File: src/bb3_pkg.sv
package bb3_pkg;

    localparam int MAX_WIDTH_DEF  = 1024;
    localparam int MAX_HEIGHT_DEF = 4096;

    localparam int IMG_WIDTH_W  = 11;
    localparam int IMG_HEIGHT_W = 13;
    localparam logic [IMG_WIDTH_W-1:0]  IMG_WIDTH_RST  = 11'd1024;
    localparam logic [IMG_HEIGHT_W-1:0] IMG_HEIGHT_RST = 13'd768;

    localparam int PADDR_W = 3;
    localparam int PDATA_W = 32;

    localparam int FIFO_DEPTH  = 8;
    localparam int PSUM_W      = 10;
    localparam int SUM_W       = 12;
    localparam int NUM_W       = 13;
    localparam int CNT_W       = 4;
    localparam int RECIP_W     = 17;
    localparam int RECIP_SHIFT = 17;

    localparam logic FUNC_PIXEL = 1'b0;

    typedef enum logic {
        REG_WIDTH  = 1'b0,
        REG_HEIGHT = 1'b1
    } reg_idx_t;

    typedef struct packed {
        logic [7:0] red;
        logic [7:0] green;
        logic [7:0] blue;
    } pixel_t;

    // index 0 is the row two back, 2 the current row
    typedef pixel_t [2:0] column_t;

    typedef struct packed {
        logic [PSUM_W-1:0] red;
        logic [PSUM_W-1:0] green;
        logic [PSUM_W-1:0] blue;
    } psum_t;

    typedef struct packed {
        logic [2:0] row_ok;
        logic       col_ok;
    } cell_mask_t;

    typedef struct packed {
        logic             emit;
        logic             last;
        logic [2:0]       row_ok;
        logic [2:0]       col_ok;
        logic [CNT_W-1:0] count;
    } item_ctl_t;

    typedef struct packed {
        logic [NUM_W-1:0] red;
        logic [NUM_W-1:0] green;
        logic [NUM_W-1:0] blue;
    } num_t;

    typedef struct packed {
        logic [7:0] red;
        logic [7:0] green;
        logic [7:0] blue;
        logic       last;
    } result_t;

    // ceil(2^17 / (2 * count))
    function automatic logic [RECIP_W-1:0] recip(input logic [CNT_W-1:0] count);
        logic [RECIP_W-1:0] r;
        unique case (count)
            4'd1:    r = 17'd65536;
            4'd2:    r = 17'd32768;
            4'd3:    r = 17'd21846;
            4'd4:    r = 17'd16384;
            4'd6:    r = 17'd10923;
            4'd9:    r = 17'd7282;
            default: r = '0;
        endcase
        return r;
    endfunction

    // num = 2 * sum + count, quotient of num / (2 * count)
    function automatic logic [7:0] div_round(input logic [NUM_W-1:0] num,
                                             input logic [CNT_W-1:0] count);
        logic [NUM_W+RECIP_W-1:0] prod;
        prod = (NUM_W+RECIP_W)'(num) * (NUM_W+RECIP_W)'(recip(count));
        return prod[RECIP_SHIFT+7:RECIP_SHIFT];
    endfunction

endpackage

File: src/bb3_col_cell.sv
module bb3_col_cell (
    input  logic                clk,
    input  logic                shift,
    input  bb3_pkg::column_t    col_in,
    input  bb3_pkg::cell_mask_t mask,
    output bb3_pkg::column_t    col_out,
    output bb3_pkg::psum_t      psum
);
    import bb3_pkg::*;

    column_t col_reg;
    psum_t   psum_reg;
    psum_t   psum_next;

    always_ff @(posedge clk)
    begin
        if (shift)
        begin
            col_reg <= col_in;
        end
        psum_reg <= psum_next;
    end

    // masked column sum over the rows inside the image
    always_comb
    begin
        psum_next = '0;
        for (int i = 0; i < 3; i++)
        begin
            if (mask.row_ok[i] && mask.col_ok)
            begin
                psum_next.red   = psum_next.red   + PSUM_W'(col_reg[i].red);
                psum_next.green = psum_next.green + PSUM_W'(col_reg[i].green);
                psum_next.blue  = psum_next.blue  + PSUM_W'(col_reg[i].blue);
            end
        end
    end

    assign col_out = col_reg;
    assign psum    = psum_reg;
endmodule

File: config.mk
export PLATFORM = sky130hd
export DESIGN_NAME = bb3_col_cell
export DESIGN_NICKNAME = d
export VERILOG_FILES = /design/src/bb3_pkg.sv /design/src/bb3_col_cell.sv
export SDC_FILE = /design/constraint.sdc
export NUM_CORES = 1
export LEC_CHECK = 0
export ABC_CLOCK_PERIOD_IN_PS = 10700
export BUFFER_PORTS_ARGS = -buffer_cell sky130_fd_sc_hd__buf_4
export CORE_UTILIZATION = 35
export CTS_BUF_LIST = sky130_fd_sc_hd__clkbuf_8
export CTS_CLUSTER_DIAMETER = 120
export DETAILED_ROUTE_END_ITERATION = 12
export PLACE_DENSITY_LB_ADDON = 0.25
export SLEW_MARGIN = 20
export SYNTH_ARGS = -nofsm -noshare
export SYNTH_HDL_FRONTEND = slang
export SYNTH_SLANG_ARGS = --single-unit
export TNS_END_PERCENT = 20
File: constraint.sdc
create_clock -name clk -period 10.7 [get_ports clk]
set_clock_uncertainty 0.05 [all_clocks]
set_input_delay 2.14 -clock clk [delete_from_list [all_inputs] [get_ports clk]]
set_output_delay 2.14 -clock clk [all_outputs]
set_load 0.005 [all_outputs]
==> reports/qor.yml <==
grt_pass1_wl_mm: 23.3
avgSynthCellArea_um2: 10.9
max_slew_margin_pct: 29.7
core-area_um2: 15900
synthMuxAreaShare_pct: 2.33
power.density_nw_per_um2: 130
cts_max_path_buffers: 2
io_buffers: 179
track_usage_pct: 18.5
wl_per_cell_um: 16.5
fmax_mhz: 184
seq_area_frac_synth_pct: 48.5
htreeDepth: 3
power.total_w: 0.000962
drt-total-wl_mm: 15.1
final_cells: 913
synth.yosys.warnings: 0
largest_reg_flops: 72
die_h_um: 130
place_hpwl_mm: 11.6
postCtsSetupBuffers: 0
syn_inst: 522
p_leak_nw: 3.27
outcome: "finished, final reports clean"
clock_latency_ps: 390
rows: 46
cts_hold_buf: 0
critPathKind: "input port to flip-flop"
placed_cells: 897
async_reset_ff_share_pct: 0
cp.required_ps: 10920
grt_max_degree: 73
yosys_register_bits: 102
start_kind: "input port"
dieArea_um2: 16800
worstPathMaxFanout: 44
overflow: 0
numCtsBuffers: 9
irDropWorstVdd_mv: 0.0791
ys_types: 59
drc_errors: 0
synth_edf_count: 72
hold_violations: 0
drt-vias-per-instance: 4.99
arrival_ps: 5640
io_pins: 180
gp_congestion: 0.845
drt_iter0_drc: 299
clk_pin_slew_ps: 100
first_pass_iters: 4
initial_core_util_pct: 35.8
tightest_slew_ps: 1050
tns_ps: 0
syn_area_um2: 5690
antenna_found_initial: 0
hold_class: "flip-flop to flip-flop"
fin_crit_ps: 5420
layout_common_cells: "buf_4 (179), edfxtp_1 (72), ha_1 (48)"
design_area_um2: 7410
cts_sinks: 102
grt_pass1_vias: 4469
layout_commonest_cell: "buf_4"
drv_cap: 0
synth_xor_area_share_pct: 4.61
synth-compound-area-share_pct: 14.1
num_vias: 4552
synth-adder-area-share_pct: 13.2
synthToLayoutAreaGrowth_pct: 30.1
layout-drive-gt1-share_pct: 31.1
setup_viol: 0
place_area_um2: 7230
ys.flop_type: "edfxtp_1"
synth-simple-area-share_pct: 14.6
cts_tree: "built"
place_ws_ps: 4890
die_w_um: 130
syn-num-nets: 654
n_antenna_cell: 0
grt_setup_unrepaired: "false"
period_share_pct: 50.7
detail-route-antenna-nets: 0
cts_root_buffer: "clkbuf_8"
maxSlewViolCount: 0
worst_setup_path_end_kind: "flip-flop"
synth_top_family_by_area: "simple AND/OR/NAND/NOR gates"
timing.final.ws_setup_ps: 5280
final_nets: 824
post_cts_resized: 0
-- synthesized netlist by cell type, types with 3 or more instances --
library cell	n	area [um^2]
inv_1	19	71.3
o21ai_0	33	165
a21o_1	8	60.1
mux2_2	10	113
nand2b_1	7	43.8
edfxtp_1	72	2160
a22oi_1	3	22.5
and3_1	24	150
o21a_1	8	60.1
clkbuf_1	15	56.3
fa_1	6	120
and2_1	7	43.8
xnor2_1	15	131
a21oi_1	36	180
nor3_1	15	75.1
ha_1	48	601
o211ai_1	4	30.0
nand2_1	36	135
nand3_1	15	75.1
xor2_1	15	131
buf_2	4	20.0
a22o_1	3	26.3
nor2_1	20	75.1
nor3b_1	3	22.5
nor2b_1	17	106
or3_1	3	18.8
dfxtp_1	30	601
-- routing by layer --
layer / global-route usage (%) / vias to the layer above / share of wire, %
li1: - / 2258 / -
met1: 24.3 / 2116 / 45
met2: 28.9 / 159 / 47
met3: 5.57 / 19 / 6.4
met4: 6.02 / 0 / 1.6
met5: 0 / - / 0
-- stage by stage --
stage                     util [%]  hold WS (ps)
after detailed placement      45.5           584
after floorplan                  -           556
after global placement        45.5           581
after CTS                     46.6           612
final                         46.6           599
after global routing          46.6           636
-- worst max-delay path, cell delays in order --
cell	delay, ps
buf_4	320
and3_1	220
ha_1	150
inv_1	50
fa_1	380
nand2b_1	200
a21oi_1	210
o21ai_0	120
xnor2_1	140
o21ai_0	130
ha_1	390
nand2_1	70
or3b_1	370
nand3_1	80
o21ai_0	130
o21ba_2	220
nor4b_1	310
-- final timing paths --
kind	start	to	slack [ps]	cells after the start
worst min-delay path	col_out[48]	psum[0]	600	2
worst min register to register	col_out[48]	psum[0]	600	2
worst max-delay path	mask[0]	psum[29]	5280	17
worst max register to register	col_out[2]	psum[8]	6970	14
-- cell families (layout without fill, tap and decap cells) --
| group | count (synthesis) | count (layout) |
|---|---|---|
| buf+inv | 39 | 214 |
| flops | 102 | 102 |
| xor+xnor | 30 | 30 |
| compound gates | 124 | 124 |
| simple gates | 158 | 158 |
| mux | 12 | 12 |
| fa+ha+maj | 57 | 57 |
-- final cells by class --
class | instances | area (um^2)
Clock buffer | 9 | 124
Sequential cell | 102 | 2760
Tap cell | 216 | 270
Fill cell | 1537 | 8480
Inverter | 19 | 71.3
Multi-Input combinational cell | 381 | 2780
Timing Repair Buffer | 179 | 1340
Clock inverter | 7 | 57.6
-- report_power, final --
part           switching [W]  total, W  internal [W]
clock network       0.000141  0.000228     0.0000874
logic               0.000117  0.000246      0.000130
registers          0.0000247  0.000487      0.000462
Note: power is estimated with default switching activity, not from simulation.
