$ cat config.mk
export PLATFORM = sky130hd
export DESIGN_NAME = bb3_out_fifo_flat
export DESIGN_NICKNAME = d
export VERILOG_FILES = /design/src/bb3_pkg.sv /design/src/bb3_out_if.sv /design/src/bb3_out_fifo.sv /design/src/flat_wrapper.sv
export SDC_FILE = /design/constraint.sdc
export NUM_CORES = 1
export LEC_CHECK = 0
export BUFFER_PORTS_ARGS = -buffer_cell sky130_fd_sc_hd__buf_4
export CORE_UTILIZATION = 40
export DETAILED_ROUTE_END_ITERATION = 7
export PLACE_DENSITY = 0.67
export SLEW_MARGIN = 20
export SYNTH_ARGS = -nofsm -noshare
export SYNTH_HDL_FRONTEND = slang
export SYNTH_SLANG_ARGS = --single-unit
$ cat constraint.sdc
create_clock -name clk -period 2.6 [get_ports clk]
set_input_delay 0.52 -clock clk [delete_from_list [all_inputs] [get_ports clk]]
set_output_delay 0.52 -clock clk [all_outputs]
set_load 0.02 [all_outputs]
$ cat src/bb3_pkg.sv
package bb3_pkg;

    localparam int MAX_WIDTH_DEF  = 1024;
    localparam int MAX_HEIGHT_DEF = 4096;

    localparam int IMG_WIDTH_W  = 11;
    localparam int IMG_HEIGHT_W = 13;
    localparam logic [IMG_WIDTH_W-1:0]  IMG_WIDTH_RST  = 11'd1024;
    localparam logic [IMG_HEIGHT_W-1:0] IMG_HEIGHT_RST = 13'd768;

    localparam int PADDR_W = 3;
    localparam int PDATA_W = 32;

    localparam int FIFO_DEPTH  = 8;
    localparam int PSUM_W      = 10;
    localparam int SUM_W       = 12;
    localparam int NUM_W       = 13;
    localparam int CNT_W       = 4;
    localparam int RECIP_W     = 17;
    localparam int RECIP_SHIFT = 17;

    localparam logic FUNC_PIXEL = 1'b0;

    typedef enum logic {
        REG_WIDTH  = 1'b0,
        REG_HEIGHT = 1'b1
    } reg_idx_t;

    typedef struct packed {
        logic [7:0] red;
        logic [7:0] green;
        logic [7:0] blue;
    } pixel_t;

    // index 0 is the row two back, 2 the current row
    typedef pixel_t [2:0] column_t;

    typedef struct packed {
        logic [PSUM_W-1:0] red;
        logic [PSUM_W-1:0] green;
        logic [PSUM_W-1:0] blue;
    } psum_t;

    typedef struct packed {
        logic [2:0] row_ok;
        logic       col_ok;
    } cell_mask_t;

    typedef struct packed {
        logic             emit;
        logic             last;
        logic [2:0]       row_ok;
        logic [2:0]       col_ok;
        logic [CNT_W-1:0] count;
    } item_ctl_t;

    typedef struct packed {
        logic [NUM_W-1:0] red;
        logic [NUM_W-1:0] green;
        logic [NUM_W-1:0] blue;
    } num_t;

    typedef struct packed {
        logic [7:0] red;
        logic [7:0] green;
        logic [7:0] blue;
        logic       last;
    } result_t;

    // ceil(2^17 / (2 * count))
    function automatic logic [RECIP_W-1:0] recip(input logic [CNT_W-1:0] count);
        logic [RECIP_W-1:0] r;
        unique case (count)
            4'd1:    r = 17'd65536;
            4'd2:    r = 17'd32768;
            4'd3:    r = 17'd21846;
            4'd4:    r = 17'd16384;
            4'd6:    r = 17'd10923;
            4'd9:    r = 17'd7282;
            default: r = '0;
        endcase
        return r;
    endfunction

    // num = 2 * sum + count, quotient of num / (2 * count)
    function automatic logic [7:0] div_round(input logic [NUM_W-1:0] num,
                                             input logic [CNT_W-1:0] count);
        logic [NUM_W+RECIP_W-1:0] prod;
        prod = (NUM_W+RECIP_W)'(num) * (NUM_W+RECIP_W)'(recip(count));
        return prod[RECIP_SHIFT+7:RECIP_SHIFT];
    endfunction

endpackage

$ cat src/bb3_out_if.sv
interface bb3_out_if;
    logic       valid;
    logic       ready;
    logic [7:0] out_red;
    logic [7:0] out_green;
    logic [7:0] out_blue;
    logic       last_of_frame;

    modport source (
        output valid,
        output out_red,
        output out_green,
        output out_blue,
        output last_of_frame,
        input  ready
    );

    modport sink (
        input  valid,
        input  out_red,
        input  out_green,
        input  out_blue,
        input  last_of_frame,
        output ready
    );
endinterface

$ cat src/bb3_out_fifo.sv
module bb3_out_fifo (
    input  logic              clk,
    input  logic              rst_n,
    input  logic              push,
    input  bb3_pkg::result_t  push_data,
    bb3_out_if.source         deq
);
    import bb3_pkg::*;

    localparam int PW = $clog2(FIFO_DEPTH);

    result_t      slot_reg [FIFO_DEPTH];
    logic [PW:0]  wr_ptr_reg;
    logic [PW:0]  wr_ptr_next;
    logic [PW:0]  rd_ptr_reg;
    logic [PW:0]  rd_ptr_next;
    logic         pop;
    result_t      head;

    assign pop = deq.valid && deq.ready;

    always_comb
    begin
        wr_ptr_next = wr_ptr_reg;
        rd_ptr_next = rd_ptr_reg;
        if (push)
        begin
            wr_ptr_next = wr_ptr_reg + (PW+1)'(1);
        end
        if (pop)
        begin
            rd_ptr_next = rd_ptr_reg + (PW+1)'(1);
        end
    end

    always_ff @(posedge clk or negedge rst_n)
    begin
        if (!rst_n)
        begin
            wr_ptr_reg <= '0;
            rd_ptr_reg <= '0;
        end
        else
        begin
            wr_ptr_reg <= wr_ptr_next;
            rd_ptr_reg <= rd_ptr_next;
        end
    end

    always_ff @(posedge clk)
    begin
        if (push)
        begin
            slot_reg[wr_ptr_reg[PW-1:0]] <= push_data;
        end
    end

    assign head              = slot_reg[rd_ptr_reg[PW-1:0]];
    assign deq.valid         = wr_ptr_reg != rd_ptr_reg;
    assign deq.out_red       = head.red;
    assign deq.out_green     = head.green;
    assign deq.out_blue      = head.blue;
    assign deq.last_of_frame = head.last;
endmodule

$ cat src/flat_wrapper.sv
// flat-port wrapper written by rule: the top's interface ports become plain ports
module bb3_out_fifo_flat import bb3_pkg::*;
  (clk, rst_n, push, push_data, deq_valid, deq_out_red, deq_out_green, deq_out_blue, deq_last_of_frame, deq_ready);
  bb3_out_if deq_i ();
  input  logic clk;
  input  logic rst_n;
  input  logic push;
  input  bb3_pkg::result_t push_data;
  output wire logic [$bits(deq_i.valid)-1:0] deq_valid;
  output wire logic [$bits(deq_i.out_red)-1:0] deq_out_red;
  output wire logic [$bits(deq_i.out_green)-1:0] deq_out_green;
  output wire logic [$bits(deq_i.out_blue)-1:0] deq_out_blue;
  output wire logic [$bits(deq_i.last_of_frame)-1:0] deq_last_of_frame;
  input wire logic [$bits(deq_i.ready)-1:0] deq_ready;
  assign deq_valid = deq_i.valid;
  assign deq_out_red = deq_i.out_red;
  assign deq_out_green = deq_i.out_green;
  assign deq_out_blue = deq_i.out_blue;
  assign deq_last_of_frame = deq_i.last_of_frame;
  assign deq_i.ready = deq_ready;
  bb3_out_fifo u_core (.clk(clk), .rst_n(rst_n), .push(push), .push_data(push_data), .deq(deq_i));
endmodule
==> results.toml, run 1 <==
[run_status]
status = "finished with violations"
failed_checks = "negative setup slack"

[finish]
num_antenna_cells = 0
drive_above_1_share = 0.4032
instances_no_fill = 704
layout_commonest_cell = "edfxtp_1"
mostFrequentLayoutCells = "edfxtp_1 (200), buf_4 (57), mux4_2 (27)"
nNetsFinal = 454
largest_reg_flops = 200
area_growth_pct = 21.24

[timing]
fin_ws_ns = -0.1168
slew_headroom = 0.6166
hold_violations = 0
setup_violations = 24
finClkSkew_ns = 0.01076
max_clock_freq_mhz = 368.1
rsz0062_at_grt = "yes"
final.min_clock_period_ns = 2.717
drv_slew = 0
post-route-period-util = 1.045
tightestPinTransition_ns = 0.5745

[worst_setup_path]
cp.arrival_ns = 2.20
cp-start-kind = "flip-flop"
critPathMaxFanout = 28
critPathRequiredTime_ns = 2.08
end_kind = "primary output"
critical_path_class = "reg2out"

[synth]
ys_warn_count = 0
syn-cell-area_um2 = 8148
synth_area_leaders = "edfxtp_1 (74%), mux4_1 (16%), mux2_2 (3.7%), dfrtp_1 (2.5%), buf_6 (0.83%)"
yosys.area.top_type_share = 0.7371
ys_ff_latch = 208
synth_top_area_cell = "edfxtp_1"
syn_inst = 334
syn_area_per_cell_um2 = 24.39
yosysSeqAreaShare = 0.7617
syn-num-nets = 365
synth_cell_types = 19

[placement]
numPortBuffers = 54
dp_hpwl_um = 8616
gp_congestion = 0.6760
place_inst = 657

[global_route]
overflow = 0
grt_pass1_vias = 3741
grt_first_pass_wirelength_um = 22130
grt_max_degree = 31
grt_usage = 0.1469
antenna_found_initial = 0

[die]
fp.dieH_um = 144.7
rows = 51
io_pins = 55
core_um2 = 19720
die_w_um = 144.7
start_util = 0.4132
die_area_um2 = 20940

[clocking]
clk_latency_ns = 0.50
path_clk_slew_ns = 0.06
cts_tree = "built"
cts_sinks = 208
clk_path_buf_depth = 3
ctsHtreeMaxLevel = 1
root_buffer = "clkbuf_16"
cts_made_buffers = 22

[route]
postRouteAntennaNets = 0
dr_total_vias = 3655
vias_per_cell = 5.192
drt-total-wl_um = 15490
drcViolationCount = 0
first_iter_violations = 249
drt-pass1-iter-count = 4
wl_per_cell_um = 22.01

[power]
leakagePower_nw = 3.389
irDropWorstVdd_mv = 0.8176
p_per_area_nw_per_um2 = 1176
power_mw = 11.62

[flow_run]
cap_violations = 0

[worst_hold_path]
holdCritPathClass = "in2reg"
==> layout make-up <==
| cell class | instances | area (um^2) |
|---|---|---|
| Multi-Input combinational cell | 108 | 1807 |
| Sequential cell | 208 | 6211 |
| Fill cell | 1544 | 9839 |
| Timing Repair Buffer | 82 | 814.5 |
| Clock inverter | 13 | 120.1 |
| Inverter | 1 | 3.754 |
| Clock buffer | 27 | 590.6 |
| Tap cell | 265 | 331.6 |
==> report_power, final <==
group | total, mW | internal [mW] | switching, mW | leakage, nW
clock network | 3.02 | 1.82 | 1.20 | 0.347
logic | 4.11 | 2.17 | 1.94 | 1.13
registers | 4.49 | 4.23 | 0.260 | 1.91
total | 11.6 | 8.21 | 3.41 | 3.39
==> worst max-delay path, stage by stage, from the launching register on <==
cell     delay (ns)
dfrtp_2        0.41
buf_12         0.23
mux4_1         0.57
mux2_2         0.31
buf_4          0.17
==> synthesized netlist by cell type <==
master    count
a41o_1        1
and3_1        1
buf_2         4
buf_6         6
clkbuf_1      7
dfrtp_1       8
edfxtp_1    200
ha_1          2
inv_1         1
mux2_2       27
mux4_1       50
nand2_1       3
nand2b_1      3
nand3_1       1
nand4_1       1
nor2_1        7
nor3_1        2
xnor2_1       6
xor2_1        4
==> cells by family after synthesis <==
| group | share of synthesized area |
|---|---|
| muxes | 0.1986 |
| adders and majority gates | 0.003071 |
| AOI/OAI and AO/OA | 0.001229 |
| DFF | 0.7617 |
| xor gates and xnor gates | 0.01075 |
| and+or+nand+nor | 0.01029 |
| buffers and inverters | 0.01443 |
==> routing by layer <==
metal  share of wire  vias up  GRT usage
li1                -     1602          -
met1            0.43     1901     0.1934
met2            0.49      124     0.2500
met3           0.057       28    0.02698
met4           0.022        0    0.04211
met5               0        -          0
==> final timing paths <==
path | startpoint | to | slack, ns | cells past startpoint
worst max-delay path | u_core.rd_ptr_reg[0] | deq_out_blue[5] | -0.12 | 4
worst min register to register | u_core.wr_ptr_reg[3] | u_core.wr_ptr_reg[3] | 0.49 | 1
worst min-delay path | push_data[7] | u_core.slot_reg[7][7] | 0.25 | 1
worst max register to register | u_core.wr_ptr_reg[0] | u_core.slot_reg[5][15] | 0.73 | 3
max in group asynchronous | rst_n | u_core.rd_ptr_reg[0] | 2.05 | 2
min in group asynchronous | rst_n | u_core.rd_ptr_reg[2] | 0.41 | 2
==> timing repair <==
item,in CTS,in global routing
gates resized for setup,13,40
endpoints found under the setup margin,25,25
hold endpoints to repair,8,0
hold buffers,1,0
buffers inserted,0,3
cloned,0,3
==> stage by stage <==
| stage | TNS, ns | area [um^2] | util | worst slack [ns] | hold slack (ns) |
|---|---|---|---|---|---|
| after floorplan | 0 | 8158 | - | 0.4251 | 0.2244 |
| final | -1.451 | 9878 | 0.5010 | -0.1168 | 0.2532 |
| after global placement | 0 | 9061 | 0.4595 | 0.3526 | 0.3435 |
| after global routing | -2.859 | 9878 | 0.5010 | -0.1601 | 0.2423 |
| after detailed placement | 0 | 9061 | 0.4595 | 0.3432 | 0.3457 |
| after CTS | -2.511 | 9777 | 0.4958 | -0.1394 | 0.2335 |
Power figures use the tool's default switching activity.
==> run 2: changes to the inputs <==
- CORE_ASPECT_RATIO: unset -> 1.75
==> results.toml, run 2 (synthesized netlist as in run 1, its figures left out) <==
[power]
seq_power_share = 0.369
irDropWorstVdd_mv = 0.5609
switching_share = 0.2910
p_per_area_nw_per_um2 = 1213
p_sw_mw = 3.509
comb_power_share = 0.394
clkPwrFrac = 0.237
p_int_mw = 8.551
leakagePower_nw = 3.427
power_mw = 12.06

[worst_setup_path]
end_kind = "primary output"
worst_r2r_path_depth = 9
cp-start-kind = "flip-flop"
r2r-start = "u_core.rd_ptr_reg[0]"
critPathMaxFanout = 8
slowest_delay_ns = 0.49
critPathRequiredTime_ns = 2.08
cp.arrival_ns = 2.17
reg2reg_to = "u_core.rd_ptr_reg[2]"
regToRegSetupSlack_ns = 0.68
critPathMostFrequentCell = "buf_6"
crit_path_top_delay_cell = "mux4_2"
startpoint = "u_core.rd_ptr_reg[0]"
critical_path_class = "reg2out"
path_cells = "buf_6 > buf_12 > buf_16 > mux4_2 > mux2_4 > buf_6"

[finish]
largest_reg_flops = 200
instances_no_fill = 687
layout_commonest_cell = "edfxtp_1"
drive_above_1_share = 0.4525
nNetsFinal = 461
area_growth_pct = 22.05
num_antenna_cells = 0
fin_area_um2 = 9945
mostFrequentLayoutCells = "edfxtp_1 (200), buf_4 (54), mux4_2 (43)"

[die]
die_area_um2 = 20970
start_util = 0.4110
fp.dieH_um = 190.8
rows = 68
io_pins = 55
core_um2 = 19820
die_w_um = 109.9

[worst_hold_path]
min_from = "push"
holdPathEnd = "u_core.wr_ptr_reg[0]"
holdCritPathClass = "in2reg"
whs_path_depth = 2

[clocking]
root_buffer = "clkbuf_16"
cts_sinks = 208
cts_tree = "built"
ctsHtreeMaxLevel = 1
cts_made_buffers = 18
clk_latency_ns = 0.48
clk_path_buf_depth = 3
path_clk_slew_ns = 0.07

[route]
vias_per_cell = 5.368
first_iter_violations = 201
dr_total_vias = 3688
wl_per_cell_um = 23.73
drt-total-wl_um = 16300
drt-pass1-iter-count = 5
postRouteAntennaNets = 0
drcViolationCount = 0

[global_route]
overflow = 0
antenna_found_initial = 0
grt_max_degree = 21
grt_pass1_vias = 4078
grt_usage = 0.1644
grt_first_pass_wirelength_um = 24740

[timing]
fin_ws_ns = -0.09432
post-route-period-util = 1.036
hold_violations = 0
slew_headroom = 0.7132
tightestPinTransition_ns = 0.4303
rsz0062_at_grt = "yes"
final.min_clock_period_ns = 2.694
max_clock_freq_mhz = 371.2
setup_violations = 18
finClkSkew_ns = 0.007043
drv_slew = 0

[run_status]
status = "finished with violations"
failed_checks = "negative setup slack"

[placement]
place_inst = 639
numPortBuffers = 54
pre_cts_ws_ns = 0.2230
place_area_um2 = 9009
dp_hpwl_um = 8987
gp_congestion = 0.6982

[flow_run]
cap_violations = 0
==> run 2: cell count changes in the layout (fill, tap and decap cells not counted), moves of 3 or more <==
cell / delta
buf_12: -4
buf_16: +4
buf_4: -3
buf_6: +14
clkbuf_16: -5
mux2_2: -11
mux2_4: +11
mux4_1: -16
mux4_2: +16
nor2_2: -4
nor2_4: +4
==> run 2: power by group through the flow <==
stage                     Sequential, mW  Clock [mW]  Combinational [mW]
after floorplan                     4.38           0                2.45
after global placement              4.52           0                3.53
after detailed placement            4.57           0                3.58
after CTS                           4.45        2.91                4.73
after global routing                4.49        3.03                5.05
final                               4.45        2.85                4.75
==> run 2: layout make-up <==
cell class / instances / area [um^2]
multi-input combinational: 108 / 1815
tap: 245 / 306.5
inverter: 1 / 3.754
timing repair buffer: 93 / 969.7
clock inverter: 10 / 151.4
clock buffer: 22 / 486.7
fill: 1558 / 9879
sequential: 208 / 6211
==> run 2: metrics by stage <==
step             util  hold slack [ns]  setup TNS (ns)
2_1_floorplan       -           0.2244               0
3_3_place_gp   0.4544           0.3456               0
3_5_place_dp   0.4544           0.3488               0
4_1_cts        0.4997           0.2452          -1.767
5_1_grt        0.5016           0.2464          -2.694
6_report       0.5016           0.2554          -1.112
==> run 2: worst max path at each step <==
stage	end	slack (ns)	cells after the start
floorplan	u_core.slot_reg[7][0]	0.43	2
global placement	deq_out_green[5]	0.25	4
detailed placement	deq_out_green[5]	0.22	4
CTS	deq_out_green[1]	-0.11	6
global route	deq_out_red[2]	-0.17	6
finish	deq_out_green[1]	-0.09	6
==> run 2: what timing repair did <==
action,4_1_cts,5_1_grt
setup endpoints to repair,25,26
hold endpoints to repair,8,0
pin swaps,0,1
resized for setup,90,12
hold buffers,1,0
setup buffers,9,1
cloned,5,1
==> run 2: critical path, delay by kind of cell (launching register included) <==
kind	cells	cell delay, ns
buffers and inverters	4	0.53
flip-flops	1	0.39
multiplexers	2	0.77
==> run 2: layer usage <==
layer  wire length [um]  track usage
met1               6557       0.2111
met3                690      0.02187
met4                411      0.05333
met5                  0            0
met2               8643       0.2849
==> run 3: changes to the inputs <==
- MAX_ROUTING_LAYER: unset -> met4
==> results.toml, run 3 (synthesized netlist as in run 1, its figures left out) <==
[worst_setup_path]
path_cells = "buf_6 > buf_12 > buf_16 > mux4_2 > mux2_4 > buf_6"
crit_path_top_delay_cell = "mux4_2"
end_kind = "primary output"
critPathRequiredTime_ns = 2.08
slowest_delay_ns = 0.49
critPathMostFrequentCell = "buf_6"
crit_buf_inv = 4
cp.arrival_ns = 2.17
worst_r2r_path_depth = 9
reg2reg_to = "u_core.rd_ptr_reg[2]"
cp-start-kind = "flip-flop"
cp_top_family = "multiplexers"
critPathMaxFanout = 8
critical_path_class = "reg2out"
regToRegSetupSlack_ns = 0.68
r2r-start = "u_core.rd_ptr_reg[0]"

[route]
vias_per_cell = 5.336
drt-pass1-iter-count = 4
drcViolationCount = 0
drt-total-wl_um = 16310
dr_total_vias = 3666
postRouteAntennaNets = 0
wl_per_cell_um = 23.74
first_iter_violations = 222

[die]
die_w_um = 109.9
die_area_um2 = 20970
fp.dieH_um = 190.8
core_um2 = 19820
io_pins = 55
start_util = 0.4110
rows = 68

[clocking]
ctsHtreeMaxLevel = 1
clk_latency_ns = 0.48
root_buffer = "clkbuf_16"
cts_made_buffers = 18
cts_tree = "built"
cts_sinks = 208
clk_path_buf_depth = 3
path_clk_slew_ns = 0.07

[placement]
dp_hpwl_um = 8987
gp_congestion = 0.7058
numPortBuffers = 54

[run_status]
failed_checks = "negative setup slack"
status = "finished with violations"

[worst_hold_path]
min_from = "push"
holdPathEnd = "u_core.wr_ptr_reg[0]"
holdCritPathClass = "in2reg"
whs_path_depth = 2

[finish]
largest_reg_flops = 200
layout_commonest_cell = "edfxtp_1"
num_antenna_cells = 0
mostFrequentLayoutCells = "edfxtp_1 (200), buf_4 (54), mux4_2 (43)"
area_growth_pct = 22.05
drive_above_1_share = 0.4525
nNetsFinal = 461
final_core_util = 0.5016

[power]
p_per_area_nw_per_um2 = 1213
leakagePower_nw = 3.427
switching_share = 0.2910
comb_power_share = 0.394
clkPwrFrac = 0.237
irDropWorstVdd_mv = 0.5608
p_int_mw = 8.551
p_sw_mw = 3.510
seq_power_share = 0.369

[flow_run]
cap_violations = 0

[global_route]
grt_usage = 0.1695
grt_pass1_vias = 4067
grt_first_pass_wirelength_um = 24760
antenna_found_initial = 0
overflow = 0
grt_max_degree = 21

[timing]
setup_violations = 18
hold_slack_ns = 0.2565
drv_slew = 0
post-route-period-util = 1.035
tightestPinTransition_ns = 0.4293
rsz0062_at_grt = "yes"
finClkSkew_ns = 0.006713
fin_ws_ns = -0.09022
max_clock_freq_mhz = 371.7
slew_headroom = 0.7138
final.min_clock_period_ns = 2.690
hold_violations = 0
## run 3: per-layer routing
layer / up-vias / wire length, um / GRT usage
met2: 101 / 8641 / 0.2844
li1: 1594 / - / -
met5: - / 0 / -
met1: 1941 / 6610 / 0.2125
met3: 30 / 673 / 0.02119
met4: 0 / 386 / 0.05333
## run 3: area by class of cell
class | instances | area (um^2)
clock buffers | 22 | 486.7
inverters | 1 | 3.754
well taps | 245 | 306.5
clock inverters | 10 | 151.4
fillers | 1558 | 9879
repair buffers | 93 | 969.7
flip-flops and latches | 208 | 6211
multi-input cells | 108 | 1815
## run 3: power by group through the flow
stage	Combinational [mW]	Sequential, mW	Clock [mW]
2_1_floorplan	2.45	4.38	0
3_3_place_gp	3.53	4.52	0
3_5_place_dp	3.58	4.57	0
4_1_cts	4.73	4.45	2.91
5_1_grt	5.05	4.49	3.03
6_report	4.75	4.45	2.85
## run 3: how the worst max path moves through the flow
stage | from | endpoint | slack [ns] | cells after the start
6_report | u_core.rd_ptr_reg[0] | deq_out_green[1] | -0.09 | 6
5_1_grt | u_core.rd_ptr_reg[0] | deq_out_red[2] | -0.17 | 6
4_1_cts | u_core.rd_ptr_reg[0] | deq_out_green[1] | -0.11 | 6
3_5_place_dp | u_core.rd_ptr_reg[1] | deq_out_green[5] | 0.22 | 4
3_3_place_gp | u_core.rd_ptr_reg[1] | deq_out_green[5] | 0.25 | 4
2_1_floorplan | push | u_core.slot_reg[7][0] | 0.43 | 2
## run 3: stage by stage
step	power [mW]	worst slack, ns	std cells	setup TNS [ns]	area [um^2]
3_5_place_dp	8.147	0.2230	639	0	9009
5_1_grt	12.57	-0.1652	687	-2.694	9945
3_3_place_gp	8.056	0.2545	639	0	9009
6_report	12.06	-0.09022	687	-1.068	9945
4_1_cts	12.10	-0.1110	686	-1.767	9906
2_1_floorplan	6.823	0.4251	334	0	8158
## run 3: what timing repair did
action / in CTS / in global routing
resized for setup: 90 / 12
hold buffers: 1 / 0
setup endpoints to repair: 25 / 26
setup buffers: 9 / 1
pin swaps: 0 / 1
gates cloned: 5 / 1
endpoints found under the hold margin: 8 / 0
